File: src/hdl/cbse_pkg.sv
// ----------------------------------------------------------------------------
// cbse_pkg - shared types and constants of the cubic Bezier spline evaluator
// Transfer structs for both channels, fixed-point widths and the item codes.
// ----------------------------------------------------------------------------
package cbse_pkg;

   // fixed-point format and segment selection
   localparam int FRAC_BITS    = 16;
   localparam int NUM_SEGMENTS = 16;
   localparam int PT_W         = 20;
   localparam int SEG_W        = PT_W - FRAC_BITS;

   // point store: four banks, one per position inside a segment
   localparam int IDX_W   = 6;
   localparam int BANKS   = 4;
   localparam int ROWS    = 16;
   localparam int ROW_W   = 4;
   localparam int COORD_W = 32;

   // weight and accumulator widths
   localparam int UW      = FRAC_BITS + 1;
   localparam int WGT_W   = FRAC_BITS + 4;
   localparam int PROD_W  = COORD_W + WGT_W;
   localparam int PSUM_W  = PROD_W + 1;
   localparam int SUM_W   = PROD_W + 2;
   localparam int POS_W   = 32;
   localparam int TAN_W   = 48;

   // one in the fraction format
   localparam logic [UW-1:0] ONE_Q = {1'b1, {FRAC_BITS{1'b0}}};

   typedef enum logic {
      FUNC_WRITE = 1'b0,
      FUNC_EVAL  = 1'b1
   } func_type;

   typedef struct packed {
      func_type                   func;
      logic [IDX_W-1:0]           point_index;
      logic signed [COORD_W-1:0]  coord_x;
      logic signed [COORD_W-1:0]  coord_y;
      logic [PT_W-1:0]            param_t;
   } req_type;

   typedef struct packed {
      logic signed [POS_W-1:0] pos_x;
      logic signed [POS_W-1:0] pos_y;
      logic signed [TAN_W-1:0] tangent_x;
      logic signed [TAN_W-1:0] tangent_y;
   } rsp_type;

   typedef struct packed {
      logic signed [COORD_W-1:0] y;
      logic signed [COORD_W-1:0] x;
   } pnt_type;

   typedef pnt_type [BANKS-1:0] seg_pts_type;

   typedef logic signed [WGT_W-1:0] wgt_type;

   typedef struct packed {
      wgt_type [BANKS-1:0] bw;
      wgt_type [BANKS-1:0] dw;
   } wgts_type;

endpackage

File: src/hdl/cbse_point_store.sv
// ----------------------------------------------------------------------------
// cbse_point_store - control point store and first pipeline stage
// Takes write items into four banks and reads the four points of a segment.
// ----------------------------------------------------------------------------
module cbse_point_store import cbse_pkg::*; (
   input  logic                 clock,
   input  logic                 reset,
   input  logic                 in_valid,
   output logic                 in_ready,
   input  req_type              in_data,
   output logic                 out_valid,
   input  logic                 out_ready,
   output seg_pts_type          out_pts,
   output logic [FRAC_BITS-1:0] out_frac
);

   pnt_type mem [BANKS][ROWS];

   logic                 vld_ff;
   seg_pts_type          pts_ff;
   logic [FRAC_BITS-1:0] frac_ff;

   logic             en;
   logic             accept;
   logic             wr;
   logic [SEG_W-1:0] seg_raw;
   logic [SEG_W-1:0] seg_sel;
   logic [ROW_W-1:0] rd_row;
   logic [ROW_W-1:0] wr_row;
   logic [1:0]       wr_bank;

   // advance when the stage is empty or its content moves on
   assign en     = !vld_ff || out_ready;
   assign accept = in_valid && en;
   assign wr     = accept && (in_data.func == FUNC_WRITE);

   // clamp the segment number to the last segment
   assign seg_raw = in_data.param_t[PT_W-1:FRAC_BITS];
   assign seg_sel = (int'(seg_raw) >= NUM_SEGMENTS) ? SEG_W'(NUM_SEGMENTS - 1) : seg_raw;
   assign rd_row  = ROW_W'(seg_sel);

   assign wr_bank = in_data.point_index[1:0];
   assign wr_row  = in_data.point_index[IDX_W-1:2];

   // write one point into the bank of its position in the segment
   always_ff @(posedge clock) begin
      for (int k = 0; k < BANKS; k++) begin
         if (wr && (wr_bank == 2'(k))) begin
            mem[k][wr_row] <= {in_data.coord_y, in_data.coord_x};
         end
      end
   end

   // read all four banks at the segment row
   always_ff @(posedge clock) begin
      if (en) begin
         for (int k = 0; k < BANKS; k++) begin
            pts_ff[k] <= mem[k][rd_row];
         end
         frac_ff <= in_data.param_t[FRAC_BITS-1:0];
      end
   end

   // only evaluate items travel down the pipeline
   always_ff @(posedge clock) begin
      if (reset) begin
         vld_ff <= 1'b0;
      end else if (en) begin
         vld_ff <= in_valid && (in_data.func == FUNC_EVAL);
      end
   end

   assign in_ready  = en;
   assign out_valid = vld_ff;
   assign out_pts   = pts_ff;
   assign out_frac  = frac_ff;

   // a write transfer never produces a pipeline item
   a_write_no_item: assert property (@(posedge clock) disable iff (reset)
      (accept && (in_data.func == FUNC_WRITE)) |=> !vld_ff)
      else $error("write item entered the evaluation pipeline");

endmodule

File: config.mk
export PLATFORM = sky130hd
export DESIGN_NAME = cbse_point_store
export DESIGN_NICKNAME = d
export VERILOG_FILES = /design/src/hdl/cbse_pkg.sv /design/src/hdl/cbse_point_store.sv
export SDC_FILE = /design/constraint.sdc
export NUM_CORES = 2
export LEC_CHECK = 0
export BUFFER_PORTS_ARGS = -buffer_cell sky130_fd_sc_hd__buf_2
export CAP_MARGIN = 5
export CORE_MARGIN = 3
export CORE_UTILIZATION = 60
export DETAILED_ROUTE_END_ITERATION = 6
export PLACE_DENSITY = 0.78
export SLEW_MARGIN = 20
export SYNTH_ARGS = -nofsm -noshare
export SYNTH_HDL_FRONTEND = slang
export SYNTH_SLANG_ARGS = --single-unit
export TNS_END_PERCENT = 100
File: constraint.sdc
create_clock -name clock -period 20.2 [get_ports clock]
set_input_delay 4.04 -clock clock [delete_from_list [all_inputs] [get_ports clock]]
set_output_delay 4.04 -clock clock [all_outputs]
set_load 0.005 [all_outputs]
==> impl_metrics.env <==
export IMPL_run_status="complete, but fails checks"
export IMPL_violations="DRC"
export IMPL_crit_fanout=28
export IMPL_fp_dieW_microns=526
export IMPL_finClkSkew_ps=51.6
export IMPL_dieArea_sq_um=276000
export IMPL_clkLatencyLatePin_ps=970
export IMPL_tritoncts="yes"
export IMPL_first_global_vias=83300
export IMPL_die_height_microns=526
export IMPL_whs_path_depth=3
export IMPL_yosysTopAreaCell="edfxtp_1"
export IMPL_yosysWarnings=0
export IMPL_wl_microns=447000
export IMPL_cts_sinks=4369
export IMPL_final_max_slew_viol_count=0
export IMPL_floorplan_initialDensity_pct=60.4
export IMPL_utilization_pct=68.0
export IMPL_cp_startpoint="out_ready"
export IMPL_post_cts_buffers=0
export IMPL_io_buffers=368
export IMPL_slowest_stage="nand2b_4"
export IMPL_finalNetCount=7720
export IMPL_crit_family="simple AND/OR/NAND/NOR gates"
export IMPL_tns_ps=0
export IMPL_core_sq_um=268000
export IMPL_grt_max_degree=141
export IMPL_ir_drop_v=0.000109
export IMPL_required_ps=16160
export IMPL_routabilityCongestion=0.789
export IMPL_period_share_pct=44.1
export IMPL_worst_path_stages=3
export IMPL_drv_cap=0
export IMPL_dpl_hpwl_microns=215000
export IMPL_ys_ff_latch=4369
export IMPL_cp_buffers_inverters=2
export IMPL_rrSetupSlack_ps=16000
export IMPL_async_flop_share_pct=0
export IMPL_cts_root_buf="clkbuf_16"
export IMPL_area_delta_synth_final_pct=12.6
export IMPL_htreeDepth=5
export IMPL_rr_startpoint="out_valid$_SDFFE_PP0P_"
export IMPL_grt_ovfl_total=0
export IMPL_synth_common_cells="4,368 x edfxtp_1, 854 x mux4_2, 585 x a22oi_1"
export IMPL_cts_resized=0
export IMPL_drt_iter0_drc=14500
export IMPL_antenna_found_initial=38
export IMPL_vias_per_cell=7.08
export IMPL_clk_pin_slew_ps=60
export IMPL_synthTopCellsByArea="edfxtp_1 81%, mux4_2 12%, a22oi_1 2.7%"
export IMPL_critPathArrivalTime_ps=4870
export IMPL_critPathCaptureType="primary output"
export IMPL_synth_flop_cell="edfxtp_1"
export IMPL_ys_types=23
export IMPL_pre_cts_ws_ps=10900
export IMPL_cts_buffers=416
export IMPL_num_rows=190
export IMPL_synth_edff_count=4368
export IMPL_fillers=15400
export IMPL_synth_nets=7082
export IMPL_slowest_delay_ps=470
export IMPL_grt_use_total_pct=32.4
export IMPL_worstSetupStartpointType="input port"
export IMPL_synth_area_per_cell_sq_um=23.2
export IMPL_setup_ws_ps=11290
export IMPL_synth_most_common_cell="edfxtp_1"
export IMPL_rsz0062_at_grt="no"
export IMPL_yosysSeqAreaShare_pct=81.0
export IMPL_yosys_area_top_type_share_pct=80.9
export IMPL_clk_path_buf_depth=4
export IMPL_via_count=81700
export IMPL_holdBufCountCts=0
export IMPL_ant_nets=0
export IMPL_hold_path_class="flip-flop to flip-flop"
export IMPL_synthesis_area_sq_um=162000
export IMPL_grt_pass1_wl_microns=627000
export IMPL_min_to="out_pts[141]$_DFFE_PP_"
export IMPL_setup_violations=0
export IMPL_critical_path_class="input port to primary output"
export IMPL_worstMarginPinSlew_ps=1200
export IMPL_power_density_nw_per_um2=103
export IMPL_hp_start="mem[2][205]$_DFFE_PP_"
export IMPL_cellLeakagePower_nw=58.9
export IMPL_hold_slack_ps=718
export IMPL_syn_inst=6987
export IMPL_drc=1
export IMPL_max_clock_freq_mhz=112
export IMPL_relSlewSlack_pct=20.2
export IMPL_period_minus_slack_ps=8910
export IMPL_worstReg2RegEnd="mem[2][397]$_DFFE_PP_"
export IMPL_wl_per_cell_microns=38.7
export IMPL_cp_common_cell="buf_2"
export IMPL_drive_above_1_share_pct=26.6
export IMPL_io_pins=369
export IMPL_worst_r2r_path_depth=6
export IMPL_hold_violations=0
export IMPL_crit_chain="buf_2 -> nand2b_4 -> buf_2"
export IMPL_power_mw=18.8
export IMPL_drtPass1Iterations=7
stage by stage:
step,instance area (sq um),std cells
4_1_cts,182000,11500
3_5_place_dp,169000,10800
6_report,182000,11500
2_1_floorplan,162000,6987
3_3_place_gp,169000,10800
5_1_grt,182000,11500
worst min-delay path: stages (launching register included):
cell and delay, ps:
edfxtp_1 310, mux4_2 220, a22oi_1 60, nand2_1 70
layout by cell type, fill, tap and decap left out, types with 8 or more instances in the layout:
cell type / n
clkinvlp_4: 18
o22ai_1: 12
nor2_4: 68
nor2_1: 8
a22oi_1: 585
clkinv_1: 87
mux2i_1: 340
buf_2: 362
nand2_1: 262
diode_2: 14
edfxtp_1: 4368
buf_4: 223
nand3_1: 91
clkinv_16: 12
mux4_2: 854
clkbuf_1: 78
bufinv_16: 43
clkbuf_16: 419
clkinv_2: 84
worst max-delay path by stage:
| stage | end | slack [ps] |
|---|---|---|
| after floorplan | mem[2][0]$_DFFE_PP_ | 4400 |
| after global placement | out_pts[31]$_DFFE_PP_ | 10960 |
| after detailed placement | out_pts[55]$_DFFE_PP_ | 10900 |
| after CTS | in_ready | 11290 |
| after global routing | in_ready | 11250 |
| final | in_ready | 11290 |
routing by layer:
layer	global-route usage, %	share of wire (%)
met1	43.4	32
met2	51.1	48
met3	7.57	14
met4	15.5	5.7
met5	0	0.0060
state kept, by name, summed over array words and instances (netlist names):
| signal | flops |
|---|---|
| mem | 4096 |
| out_pts | 256 |
| out_frac | 16 |
| out_valid | 1 |
where the power goes:
part	internal (mW)	switching, mW	total (mW)
combinational	0.290	0.579	0.869
sequential	10.1	0.0638	10.2
clock	4.37	3.38	7.75
cell type report:
cell class	count	area (sq um)	share of cell area (%)
clock inverter	261	2750	1.51
antenna	14	35.0	0.0192
multi-input combinational	2245	29600	16.2
clock buffer	497	10800	5.91
timing repair buffer	593	3630	1.99
sequential	4369	131000	71.9
tap	3552	4440	2.44
kinds of logic (layout without fill, tap and decap cells):
group / Yosys count / in the layout / synth area share (%)
flops: 4369 / 4369 / 81.0
other cells: 0 / 14 / 0
buf+inv: 373 / 1351 / 1.15
compound gates: 598 / 598 / 2.76
simple gates: 453 / 453 / 1.16
mux: 1194 / 1194 / 14.0
(Power assumes the default switching activity.)
